## src/rtl/cmean_pkg.sv

```systemverilog
// Package for the multichannel block mean: default widths, channel count,
// controller state and lane operation codes, and the controller-to-datapath struct.
// No dependencies.
package cmean_pkg;

  localparam int NUM_CH          = 12;
  localparam int SAMPLE_BITS_DEF = 16;
  localparam int COUNT_BITS_DEF  = 8;

  typedef enum logic [1:0] {
    ST_IDLE,
    ST_ADD,
    ST_DIV,
    ST_STORE
  } state_t;

  typedef enum logic [2:0] {
    LOP_HOLD,
    LOP_LOAD,
    LOP_ADD,
    LOP_DIV,
    LOP_CLEAR
  } lane_op_t;

  typedef struct packed {
    lane_op_t op;
    logic     out_load;
  } ctl_t;

endpackage

```

## src/rtl/cmean_if.sv

```systemverilog
// Handshake channel interfaces of the multichannel block mean: frame input,
// mean result output and mean count configuration write.
// Depends on cmean_pkg for default widths.
interface cmean_in_if #(
  parameter int SAMPLE_BITS = cmean_pkg::SAMPLE_BITS_DEF
);
  logic                   valid;
  logic                   ready;
  logic [SAMPLE_BITS-1:0] sample_ch0;
  logic [SAMPLE_BITS-1:0] sample_ch1;
  logic [SAMPLE_BITS-1:0] sample_ch2;
  logic [SAMPLE_BITS-1:0] sample_ch3;
  logic [SAMPLE_BITS-1:0] sample_ch4;
  logic [SAMPLE_BITS-1:0] sample_ch5;
  logic [SAMPLE_BITS-1:0] sample_ch6;
  logic [SAMPLE_BITS-1:0] sample_ch7;
  logic [SAMPLE_BITS-1:0] sample_ch8;
  logic [SAMPLE_BITS-1:0] sample_ch9;
  logic [SAMPLE_BITS-1:0] sample_ch10;
  logic [SAMPLE_BITS-1:0] sample_ch11;

  modport source (
    output valid, sample_ch0, sample_ch1, sample_ch2, sample_ch3, sample_ch4, sample_ch5,
           sample_ch6, sample_ch7, sample_ch8, sample_ch9, sample_ch10, sample_ch11,
    input  ready
  );
  modport sink (
    input  valid, sample_ch0, sample_ch1, sample_ch2, sample_ch3, sample_ch4, sample_ch5,
           sample_ch6, sample_ch7, sample_ch8, sample_ch9, sample_ch10, sample_ch11,
    output ready
  );
endinterface

interface cmean_out_if #(
  parameter int SAMPLE_BITS = cmean_pkg::SAMPLE_BITS_DEF
);
  logic                   valid;
  logic                   ready;
  logic [SAMPLE_BITS-1:0] mean_ch0;
  logic [SAMPLE_BITS-1:0] mean_ch1;
  logic [SAMPLE_BITS-1:0] mean_ch2;
  logic [SAMPLE_BITS-1:0] mean_ch3;
  logic [SAMPLE_BITS-1:0] mean_ch4;
  logic [SAMPLE_BITS-1:0] mean_ch5;
  logic [SAMPLE_BITS-1:0] mean_ch6;
  logic [SAMPLE_BITS-1:0] mean_ch7;
  logic [SAMPLE_BITS-1:0] mean_ch8;
  logic [SAMPLE_BITS-1:0] mean_ch9;
  logic [SAMPLE_BITS-1:0] mean_ch10;
  logic [SAMPLE_BITS-1:0] mean_ch11;

  modport source (
    output valid, mean_ch0, mean_ch1, mean_ch2, mean_ch3, mean_ch4, mean_ch5,
           mean_ch6, mean_ch7, mean_ch8, mean_ch9, mean_ch10, mean_ch11,
    input  ready
  );
  modport sink (
    input  valid, mean_ch0, mean_ch1, mean_ch2, mean_ch3, mean_ch4, mean_ch5,
           mean_ch6, mean_ch7, mean_ch8, mean_ch9, mean_ch10, mean_ch11,
    output ready
  );
endinterface

interface cmean_cfg_if #(
  parameter int COUNT_BITS = cmean_pkg::COUNT_BITS_DEF
);
  logic                  valid;
  logic                  ready;
  logic [COUNT_BITS-1:0] mean_count;

  modport source (output valid, mean_count, input ready);
  modport sink (input valid, mean_count, output ready);
endinterface

```

## src/rtl/cmean_lane.sv

```systemverilog
// One channel lane: running sum register with a bit-serial adder and a
// bit-serial restoring divider that leaves the quotient in the sum register.
// Depends on cmean_pkg for the lane operation codes.
module cmean_lane #(
  parameter int SAMPLE_BITS = cmean_pkg::SAMPLE_BITS_DEF,
  parameter int COUNT_BITS  = cmean_pkg::COUNT_BITS_DEF
) (
  input  logic                   clk,
  input  logic                   rst_n,
  input  cmean_pkg::lane_op_t    op,
  input  logic [SAMPLE_BITS-1:0] sample,
  input  logic [COUNT_BITS-1:0]  divisor,
  output logic [SAMPLE_BITS-1:0] mean
);

  localparam int SUM_BITS = SAMPLE_BITS + COUNT_BITS;

  logic [SUM_BITS-1:0]    sum_r;
  logic [SAMPLE_BITS-1:0] samp_r;
  logic                   carry_r;
  logic [COUNT_BITS-1:0]  rem_r;

  logic                  add_bit;
  logic                  add_carry;
  logic [COUNT_BITS:0]   trial;
  logic [COUNT_BITS:0]   diff;
  logic                  q_bit;

  // The sum rotates right LSB first; the sample shifts out beside it.
  assign add_bit   = sum_r[0] ^ samp_r[0] ^ carry_r;
  assign add_carry = (sum_r[0] & samp_r[0]) | (carry_r & (sum_r[0] ^ samp_r[0]));

  // Division shifts the sum left MSB first into the partial remainder.
  assign trial = {rem_r, sum_r[SUM_BITS-1]};
  assign diff  = trial - {1'b0, divisor};
  assign q_bit = (trial >= {1'b0, divisor});

  always_ff @(posedge clk) begin
    if (!rst_n) begin
      sum_r   <= '0;
      samp_r  <= '0;
      carry_r <= 1'b0;
      rem_r   <= '0;
    end else begin
      case (op)
        cmean_pkg::LOP_LOAD: begin
          samp_r  <= sample;
          carry_r <= 1'b0;
          rem_r   <= '0;
        end
        cmean_pkg::LOP_ADD: begin
          sum_r   <= {add_bit, sum_r[SUM_BITS-1:1]};
          samp_r  <= {1'b0, samp_r[SAMPLE_BITS-1:1]};
          carry_r <= add_carry;
        end
        cmean_pkg::LOP_DIV: begin
          sum_r <= {sum_r[SUM_BITS-2:0], q_bit};
          rem_r <= q_bit ? diff[COUNT_BITS-1:0] : trial[COUNT_BITS-1:0];
        end
        cmean_pkg::LOP_CLEAR: begin
          sum_r <= '0;
        end
        default: begin
        end
      endcase
    end
  end

  // After the division the mean always fits in the low sample bits.
  assign mean = sum_r[SAMPLE_BITS-1:0];

endmodule

```

## src/rtl/cmean_ctrl.sv

```systemverilog
// Sequencer of the multichannel block mean: handshakes, frame counter, mean
// count register and the bit counter that paces the serial add and divide.
// Depends on cmean_pkg for state, lane operation and control types.
module cmean_ctrl #(
  parameter int SAMPLE_BITS = cmean_pkg::SAMPLE_BITS_DEF,
  parameter int COUNT_BITS  = cmean_pkg::COUNT_BITS_DEF
) (
  input  logic                  clk,
  input  logic                  rst_n,
  input  logic                  in_valid,
  output logic                  in_ready,
  input  logic                  cfg_valid,
  output logic                  cfg_ready,
  input  logic [COUNT_BITS-1:0] cfg_data,
  input  logic                  out_free,
  output cmean_pkg::ctl_t       ctl,
  output logic [COUNT_BITS-1:0] divisor
);

  localparam int SUM_BITS = SAMPLE_BITS + COUNT_BITS;
  localparam int CNT_W    = $clog2(SUM_BITS);

  cmean_pkg::state_t     state_r, state_nxt;
  logic [CNT_W-1:0]      cnt_r;
  logic [COUNT_BITS-1:0] count_r;
  logic [COUNT_BITS-1:0] mcount_r;
  logic                  emit_r;

  logic                  last_bit;
  logic                  in_acc;
  logic                  cfg_acc;
  logic                  store_go;
  logic [COUNT_BITS-1:0] target;
  logic [COUNT_BITS-1:0] count_inc;

  assign last_bit  = (cnt_r == CNT_W'(SUM_BITS - 1));
  assign in_acc    = in_valid & in_ready;
  assign cfg_acc   = cfg_valid & cfg_ready;
  assign store_go  = (state_r == cmean_pkg::ST_STORE) & out_free;
  assign target    = (mcount_r == '0) ? COUNT_BITS'(1) : mcount_r;
  assign count_inc = count_r + COUNT_BITS'(1);
  assign divisor   = count_r;

  always_comb begin
    state_nxt = state_r;
    unique case (state_r)
      cmean_pkg::ST_IDLE: begin
        if (!cfg_valid && in_valid) state_nxt = cmean_pkg::ST_ADD;
      end
      cmean_pkg::ST_ADD: begin
        if (last_bit) state_nxt = emit_r ? cmean_pkg::ST_DIV : cmean_pkg::ST_IDLE;
      end
      cmean_pkg::ST_DIV: begin
        if (last_bit) state_nxt = cmean_pkg::ST_STORE;
      end
      cmean_pkg::ST_STORE: begin
        if (out_free) state_nxt = cmean_pkg::ST_IDLE;
      end
      default: state_nxt = cmean_pkg::ST_IDLE;
    endcase
  end

  always_comb begin
    in_ready     = 1'b0;
    cfg_ready    = 1'b0;
    ctl.op       = cmean_pkg::LOP_HOLD;
    ctl.out_load = 1'b0;
    unique case (state_r)
      cmean_pkg::ST_IDLE: begin
        cfg_ready = 1'b1;
        in_ready  = !cfg_valid;
        if (cfg_valid) ctl.op = cmean_pkg::LOP_CLEAR;
        else if (in_valid) ctl.op = cmean_pkg::LOP_LOAD;
      end
      cmean_pkg::ST_ADD: ctl.op = cmean_pkg::LOP_ADD;
      cmean_pkg::ST_DIV: ctl.op = cmean_pkg::LOP_DIV;
      cmean_pkg::ST_STORE: begin
        if (out_free) begin
          ctl.op       = cmean_pkg::LOP_CLEAR;
          ctl.out_load = 1'b1;
        end
      end
      default: ctl.op = cmean_pkg::LOP_HOLD;
    endcase
  end

  always_ff @(posedge clk) begin
    if (!rst_n) begin
      state_r  <= cmean_pkg::ST_IDLE;
      cnt_r    <= '0;
      count_r  <= '0;
      mcount_r <= COUNT_BITS'(1);
      emit_r   <= 1'b0;
    end else begin
      state_r <= state_nxt;
      if ((state_r == cmean_pkg::ST_ADD || state_r == cmean_pkg::ST_DIV) && !last_bit) begin
        cnt_r <= cnt_r + CNT_W'(1);
      end else begin
        cnt_r <= '0;
      end
      if (cfg_acc) begin
        mcount_r <= cfg_data;
        count_r  <= '0;
      end else if (in_acc) begin
        count_r <= count_inc;
        emit_r  <= (count_inc >= target);
      end else if (store_go) begin
        count_r <= '0;
      end
    end
  end

endmodule

```

## src/rtl/multichannel_block_mean.sv

```systemverilog
// Multichannel block mean: averages blocks of frames per channel and emits truncated means.
// Depends on cmean_pkg, the channel interfaces in cmean_if, cmean_ctrl and cmean_lane.
//
// Each accepted frame is added into twelve 24-bit running sums by bit-serial adders, one
// bit per cycle. The frame that completes a block is followed by a bit-serial restoring
// division in every lane, after which the means move into the output register once it is free.
// The output register holds a finished result while the next frame is taken in. Writing the
// mean count clears the sums and the frame count; a mean count of zero acts as one.
module multichannel_block_mean #(
  parameter int SAMPLE_BITS = cmean_pkg::SAMPLE_BITS_DEF,
  parameter int COUNT_BITS  = cmean_pkg::COUNT_BITS_DEF
) (
  input logic        clk,
  input logic        rst_n,
  cmean_in_if.sink   in_bus,
  cmean_out_if.source out_bus,
  cmean_cfg_if.sink  cfg_bus
);

  localparam int NCH = cmean_pkg::NUM_CH;

  cmean_pkg::ctl_t       ctl;
  logic [COUNT_BITS-1:0] divisor;
  logic                  out_free;
  logic                  out_valid_r;
  logic [SAMPLE_BITS-1:0] samples [NCH];
  logic [SAMPLE_BITS-1:0] lane_mean [NCH];
  logic [SAMPLE_BITS-1:0] mean_r [NCH];

  assign samples[0]  = in_bus.sample_ch0;
  assign samples[1]  = in_bus.sample_ch1;
  assign samples[2]  = in_bus.sample_ch2;
  assign samples[3]  = in_bus.sample_ch3;
  assign samples[4]  = in_bus.sample_ch4;
  assign samples[5]  = in_bus.sample_ch5;
  assign samples[6]  = in_bus.sample_ch6;
  assign samples[7]  = in_bus.sample_ch7;
  assign samples[8]  = in_bus.sample_ch8;
  assign samples[9]  = in_bus.sample_ch9;
  assign samples[10] = in_bus.sample_ch10;
  assign samples[11] = in_bus.sample_ch11;

  assign out_free = !out_valid_r || out_bus.ready;

  cmean_ctrl #(
    .SAMPLE_BITS (SAMPLE_BITS),
    .COUNT_BITS  (COUNT_BITS)
  ) u_ctrl (
    .clk       (clk),
    .rst_n     (rst_n),
    .in_valid  (in_bus.valid),
    .in_ready  (in_bus.ready),
    .cfg_valid (cfg_bus.valid),
    .cfg_ready (cfg_bus.ready),
    .cfg_data  (cfg_bus.mean_count),
    .out_free  (out_free),
    .ctl       (ctl),
    .divisor   (divisor)
  );

  for (genvar g = 0; g < NCH; g++) begin : g_lane
    cmean_lane #(
      .SAMPLE_BITS (SAMPLE_BITS),
      .COUNT_BITS  (COUNT_BITS)
    ) u_lane (
      .clk     (clk),
      .rst_n   (rst_n),
      .op      (ctl.op),
      .sample  (samples[g]),
      .divisor (divisor),
      .mean    (lane_mean[g])
    );
  end

  always_ff @(posedge clk) begin
    if (!rst_n) begin
      out_valid_r <= 1'b0;
    end else if (ctl.out_load) begin
      out_valid_r <= 1'b1;
    end else if (out_bus.ready) begin
      out_valid_r <= 1'b0;
    end
  end

  always_ff @(posedge clk) begin
    if (ctl.out_load) begin
      mean_r <= lane_mean;
    end
  end

  assign out_bus.valid     = out_valid_r;
  assign out_bus.mean_ch0  = mean_r[0];
  assign out_bus.mean_ch1  = mean_r[1];
  assign out_bus.mean_ch2  = mean_r[2];
  assign out_bus.mean_ch3  = mean_r[3];
  assign out_bus.mean_ch4  = mean_r[4];
  assign out_bus.mean_ch5  = mean_r[5];
  assign out_bus.mean_ch6  = mean_r[6];
  assign out_bus.mean_ch7  = mean_r[7];
  assign out_bus.mean_ch8  = mean_r[8];
  assign out_bus.mean_ch9  = mean_r[9];
  assign out_bus.mean_ch10 = mean_r[10];
  assign out_bus.mean_ch11 = mean_r[11];

endmodule

```

## src/flat_wrapper.sv

```systemverilog
// flat-port wrapper written by rule: the top's interface ports become plain ports
module multichannel_block_mean_flat 
#(
  parameter int SAMPLE_BITS = cmean_pkg::SAMPLE_BITS_DEF,
  parameter int COUNT_BITS  = cmean_pkg::COUNT_BITS_DEF
)
  (clk, rst_n, in_bus_valid, in_bus_sample_ch0, in_bus_sample_ch1, in_bus_sample_ch2, in_bus_sample_ch3, in_bus_sample_ch4, in_bus_sample_ch5, in_bus_sample_ch6, in_bus_sample_ch7, in_bus_sample_ch8, in_bus_sample_ch9, in_bus_sample_ch10, in_bus_sample_ch11, in_bus_ready, out_bus_valid, out_bus_mean_ch0, out_bus_mean_ch1, out_bus_mean_ch2, out_bus_mean_ch3, out_bus_mean_ch4, out_bus_mean_ch5, out_bus_mean_ch6, out_bus_mean_ch7, out_bus_mean_ch8, out_bus_mean_ch9, out_bus_mean_ch10, out_bus_mean_ch11, out_bus_ready, cfg_bus_valid, cfg_bus_mean_count, cfg_bus_ready);
  cmean_in_if #(.SAMPLE_BITS(SAMPLE_BITS)) in_bus_i ();
  cmean_out_if #(.SAMPLE_BITS(SAMPLE_BITS)) out_bus_i ();
  cmean_cfg_if #(.COUNT_BITS(COUNT_BITS)) cfg_bus_i ();
  input logic clk;
  input logic rst_n;
  input wire logic [$bits(in_bus_i.valid)-1:0] in_bus_valid;
  input wire logic [$bits(in_bus_i.sample_ch0)-1:0] in_bus_sample_ch0;
  input wire logic [$bits(in_bus_i.sample_ch1)-1:0] in_bus_sample_ch1;
  input wire logic [$bits(in_bus_i.sample_ch2)-1:0] in_bus_sample_ch2;
  input wire logic [$bits(in_bus_i.sample_ch3)-1:0] in_bus_sample_ch3;
  input wire logic [$bits(in_bus_i.sample_ch4)-1:0] in_bus_sample_ch4;
  input wire logic [$bits(in_bus_i.sample_ch5)-1:0] in_bus_sample_ch5;
  input wire logic [$bits(in_bus_i.sample_ch6)-1:0] in_bus_sample_ch6;
  input wire logic [$bits(in_bus_i.sample_ch7)-1:0] in_bus_sample_ch7;
  input wire logic [$bits(in_bus_i.sample_ch8)-1:0] in_bus_sample_ch8;
  input wire logic [$bits(in_bus_i.sample_ch9)-1:0] in_bus_sample_ch9;
  input wire logic [$bits(in_bus_i.sample_ch10)-1:0] in_bus_sample_ch10;
  input wire logic [$bits(in_bus_i.sample_ch11)-1:0] in_bus_sample_ch11;
  output wire logic [$bits(in_bus_i.ready)-1:0] in_bus_ready;
  output wire logic [$bits(out_bus_i.valid)-1:0] out_bus_valid;
  output wire logic [$bits(out_bus_i.mean_ch0)-1:0] out_bus_mean_ch0;
  output wire logic [$bits(out_bus_i.mean_ch1)-1:0] out_bus_mean_ch1;
  output wire logic [$bits(out_bus_i.mean_ch2)-1:0] out_bus_mean_ch2;
  output wire logic [$bits(out_bus_i.mean_ch3)-1:0] out_bus_mean_ch3;
  output wire logic [$bits(out_bus_i.mean_ch4)-1:0] out_bus_mean_ch4;
  output wire logic [$bits(out_bus_i.mean_ch5)-1:0] out_bus_mean_ch5;
  output wire logic [$bits(out_bus_i.mean_ch6)-1:0] out_bus_mean_ch6;
  output wire logic [$bits(out_bus_i.mean_ch7)-1:0] out_bus_mean_ch7;
  output wire logic [$bits(out_bus_i.mean_ch8)-1:0] out_bus_mean_ch8;
  output wire logic [$bits(out_bus_i.mean_ch9)-1:0] out_bus_mean_ch9;
  output wire logic [$bits(out_bus_i.mean_ch10)-1:0] out_bus_mean_ch10;
  output wire logic [$bits(out_bus_i.mean_ch11)-1:0] out_bus_mean_ch11;
  input wire logic [$bits(out_bus_i.ready)-1:0] out_bus_ready;
  input wire logic [$bits(cfg_bus_i.valid)-1:0] cfg_bus_valid;
  input wire logic [$bits(cfg_bus_i.mean_count)-1:0] cfg_bus_mean_count;
  output wire logic [$bits(cfg_bus_i.ready)-1:0] cfg_bus_ready;
  assign in_bus_i.valid = in_bus_valid;
  assign in_bus_i.sample_ch0 = in_bus_sample_ch0;
  assign in_bus_i.sample_ch1 = in_bus_sample_ch1;
  assign in_bus_i.sample_ch2 = in_bus_sample_ch2;
  assign in_bus_i.sample_ch3 = in_bus_sample_ch3;
  assign in_bus_i.sample_ch4 = in_bus_sample_ch4;
  assign in_bus_i.sample_ch5 = in_bus_sample_ch5;
  assign in_bus_i.sample_ch6 = in_bus_sample_ch6;
  assign in_bus_i.sample_ch7 = in_bus_sample_ch7;
  assign in_bus_i.sample_ch8 = in_bus_sample_ch8;
  assign in_bus_i.sample_ch9 = in_bus_sample_ch9;
  assign in_bus_i.sample_ch10 = in_bus_sample_ch10;
  assign in_bus_i.sample_ch11 = in_bus_sample_ch11;
  assign in_bus_ready = in_bus_i.ready;
  assign out_bus_valid = out_bus_i.valid;
  assign out_bus_mean_ch0 = out_bus_i.mean_ch0;
  assign out_bus_mean_ch1 = out_bus_i.mean_ch1;
  assign out_bus_mean_ch2 = out_bus_i.mean_ch2;
  assign out_bus_mean_ch3 = out_bus_i.mean_ch3;
  assign out_bus_mean_ch4 = out_bus_i.mean_ch4;
  assign out_bus_mean_ch5 = out_bus_i.mean_ch5;
  assign out_bus_mean_ch6 = out_bus_i.mean_ch6;
  assign out_bus_mean_ch7 = out_bus_i.mean_ch7;
  assign out_bus_mean_ch8 = out_bus_i.mean_ch8;
  assign out_bus_mean_ch9 = out_bus_i.mean_ch9;
  assign out_bus_mean_ch10 = out_bus_i.mean_ch10;
  assign out_bus_mean_ch11 = out_bus_i.mean_ch11;
  assign out_bus_i.ready = out_bus_ready;
  assign cfg_bus_i.valid = cfg_bus_valid;
  assign cfg_bus_i.mean_count = cfg_bus_mean_count;
  assign cfg_bus_ready = cfg_bus_i.ready;
  multichannel_block_mean #(.SAMPLE_BITS(SAMPLE_BITS), .COUNT_BITS(COUNT_BITS)) u_core (.clk(clk), .rst_n(rst_n), .in_bus(in_bus_i), .out_bus(out_bus_i), .cfg_bus(cfg_bus_i));
endmodule
```

## config.mk

```make
export PLATFORM = sky130hd
export DESIGN_NAME = multichannel_block_mean_flat
export DESIGN_NICKNAME = d
export VERILOG_FILES = /design/src/rtl/cmean_pkg.sv /design/src/rtl/cmean_if.sv /design/src/rtl/cmean_lane.sv /design/src/rtl/cmean_ctrl.sv /design/src/rtl/multichannel_block_mean.sv /design/src/flat_wrapper.sv
export SDC_FILE = /design/constraint.sdc
export NUM_CORES = 2
export LEC_CHECK = 0
export BUFFER_PORTS_ARGS = -buffer_cell sky130_fd_sc_hd__buf_2
export CORE_AREA = 2 2 360 362
export CTS_CLUSTER_SIZE = 16
export DETAILED_ROUTE_END_ITERATION = 16
export DIE_AREA = 0 0 362 364
export PLACE_DENSITY = 0.44
export SETUP_SLACK_MARGIN = 0.5
export SLEW_MARGIN = 20
export SYNTH_ARGS = -nofsm -noshare
export SYNTH_HDL_FRONTEND = slang
export SYNTH_SLANG_ARGS = --single-unit
```

## constraint.sdc

```tcl
create_clock -name clk -period 17.85 [get_ports clk]
set_input_delay 0.8925 -clock clk [delete_from_list [all_inputs] [get_ports clk]]
set_output_delay 0.8925 -clock clk [all_outputs]
set_load 0.02 [all_outputs]
```

==> reports/qor.txt <==
outcome: finished, final reports clean
top_reg_cell synth: dfxtp_1
Slew Viols, Final: 0
crit start category: flip-flop
Reg clk slew, reported paths: 0.06 ns
clock root buffer: clkbuf_16
full die area: 0.132 sq mm
fin util: 34.6%
Post-synth top cells: nand2_1 (798), dfxtp_1 (613), nand3_1 (310), o21ai_0 (280), mux2_2 (266)
area growth from synthesis to layout: 16.7%
GRT Resource Usage Total: 15.7%
Crit Path Class: reg -> reg
synthesized area: 0.0380 sq mm
Clock Latency Late Sink: 0.71 ns
Port Buffer Count: 399
CP required: 18.43 ns
top post-synthesis cells by area: dfxtp_1 (32%), edfxtp_1 (15%), mux2_2 (7.9%)
PwrDens: 105 mW/mm^2
Initial DRT Pass Iterations: 5
crit path DAT: 5.06 ns
post-CTS sizing: 0
CTS tree: built
Yosys reg bits: 805
# IOs: 400
H-tree Lvls: 3
Hold Path Class: in -> reg
post-placement cell area: 0.0411 sq mm
initial antenna violation count: 32
EDFF count, synth: 192
post-synthesis async set-or-reset flop share: 0%
sequential cell area fraction in the yosys report: 47.4%
layout cells sized above 1: 20.0%
Yosys warning count: 0
core area: 0.128 sq mm
Rows: 132
synthesized net count: 4376
number of fill cells: 13300
Max Freq: 0.223 GHz
Antenna Nets Post-Route: 0
routed len/inst: 17.7 um
# setup viols final: 0
slew margin rel.: 28.1%
Fin. Hold Viols: 0
average size of a mapped cell: 9.42 sq um
DR vias: 29900
area occupied by multi-input gates: 0.0183 sq mm
area leader, netlist: dfxtp_1
post-synth top area share: 32.3%
Setup Buffers After CTS: 0
global-route wire length before repair: 167000 um
DR iter-0 viols: 1920
CTS sink cnt: 805
maxcap violations: 0
CP max FO: 82
largest net degree at the start of global routing: 193
RSZ-0062 raised after global routing: no
Storage cell area: 0.0180 sq mm
Final min period: 4.48 ns
final wirelength: 107000 um
CTS max path bufs: 3
Post-Route Setup TNS: 0 ns
CTS buffer count: 98
grt total ovfl: 0
via/cell ratio: 4.95
vias in the first global route: 28700
Final GP Congestion: 0.765
Die Wd: 362 um
top-count cell post-synth: nand2_1
Peak VDD IR: 77.5 uV
dpl cells: 5841
hpwl dp: 64600 um
critical path capture point type: flip-flop
fin crit share: 25.1%
Vert. Die Dim: 364 um
post-route design area: 0.0444 sq mm
nets: 4606
total chip power: 4.64 mW
cts hold-fix bufs: 0
Worst Skew: 0.0296 ns
Finished Layout Cells: 6032
Starting Density: 29.6%
drt drc: 0
P_leak: 15.8 nW
Gate Count Post-Synth: 4037
slew at the pin closest to its max-slew limit: 1.07 ns
Synth cell types: 67
==> cells by family after synthesis <==
family	count (synthesis)	synth area share, %
and+or+nand+nor	1305	14.8
AOI/OAI and AO/OA	1010	17.2
DFF	805	47.4
buffers and inverters	390	4.69
muxes	336	9.71
adders and majority gates	134	4.88
xor gates and xnor gates	57	1.31
==> placed cells by master, fill, tap and decap left out, types with 108 or more instances in the layout <==
cell / netlist / routed
buf_2: 81 / 398
nand3_1: 310 / 310
mux2_2: 266 / 266
ha_1: 110 / 108
edfxtp_1: 192 / 192
a21boi_0: 189 / 189
a31oi_1: 184 / 184
o21ai_0: 280 / 280
dfxtp_1: 613 / 612
nand2_1: 798 / 798
==> per-layer routing <==
layer	global-route usage [%]	routed length, um	vias up
met5	0	328	-
met4	4.49	2760	50
met3	4.87	6940	200
met2	23.7	46000	581
met1	21.5	50900	14200
li1	-	-	14900
==> sequential cells by signal, summed over array words and instances, names as in the netlist, 8 cells and up, named ones only <==
name / count
u_core.g_lane.u_lane.sum_r: 288
u_core.g_lane.u_lane.samp_r: 192
u_core.g_lane.u_lane.rem_r: 96
u_core.out_bus.mean_ch0: 16
u_core.out_bus.mean_ch10: 16
u_core.out_bus.mean_ch11: 16
u_core.out_bus.mean_ch1: 16
u_core.out_bus.mean_ch2: 16
u_core.out_bus.mean_ch3: 16
u_core.out_bus.mean_ch4: 16
u_core.out_bus.mean_ch5: 16
u_core.out_bus.mean_ch6: 16
u_core.out_bus.mean_ch7: 16
u_core.out_bus.mean_ch8: 16
u_core.out_bus.mean_ch9: 16
u_core.g_lane.u_lane.carry_r: 12
u_core.u_ctrl.divisor: 8
u_core.u_ctrl.mcount_r: 8
==> layout make-up <==
type                    instances  area share, %
multi-input cells            2842           41.3
flip-flops and latches        805           40.6
diodes                          6         0.0338
well taps                    1675           4.72
clock inverters                42           1.06
repair buffers                438           5.27
clock buffers                 142           6.27
inverters                      82          0.710
==> report_power, final <==
| group | internal [mW] | switching (mW) |
|---|---|---|
| Sequential | 1.95 | 0.0492 |
| Combinational | 0.197 | 0.412 |
| Clock | 1.21 | 0.818 |
==> metrics by stage <==
| stage | hold slack [ns] | setup slack (ns) |
|---|---|---|
| after floorplan | 0.418 | 11.23 |
| after global placement | 0.432 | 13.11 |
| after detailed placement | 0.437 | 13.10 |
| after CTS | 0.342 | 13.37 |
| after global routing | 0.394 | 12.99 |
| final | 0.425 | 13.37 |
==> worst max-delay path: stages, from the launching register on <==
cell and delay [ns]:
dfxtp_1 0.38, inv_1 0.15, ha_1 0.34, and2_1 0.43, a31oi_2 0.11, o21ai_4 0.15
buf_4 0.69, buf_4 0.79, buf_4 0.86, o22ai_1 0.14, and2_1 0.20
==> path summary, 6_finish.rpt <==
kind,to,depth (start not counted),start,slack (ns)
worst max register to register,u_core.g_lane[5].u_lane.sum_r[0],10,u_core.u_ctrl.state_r[0],13.37
worst max-delay path,u_core.g_lane[5].u_lane.sum_r[0],10,u_core.u_ctrl.state_r[0],13.37
worst min-delay path,u_core.g_lane[10].u_lane.samp_r[15],3,in_bus_sample_ch10[15],0.42
worst min register to register,u_core.u_ctrl.cnt_r[0],1,u_core.u_ctrl.cnt_r[0],0.45
Note: power is estimated with default switching activity, not from simulation.
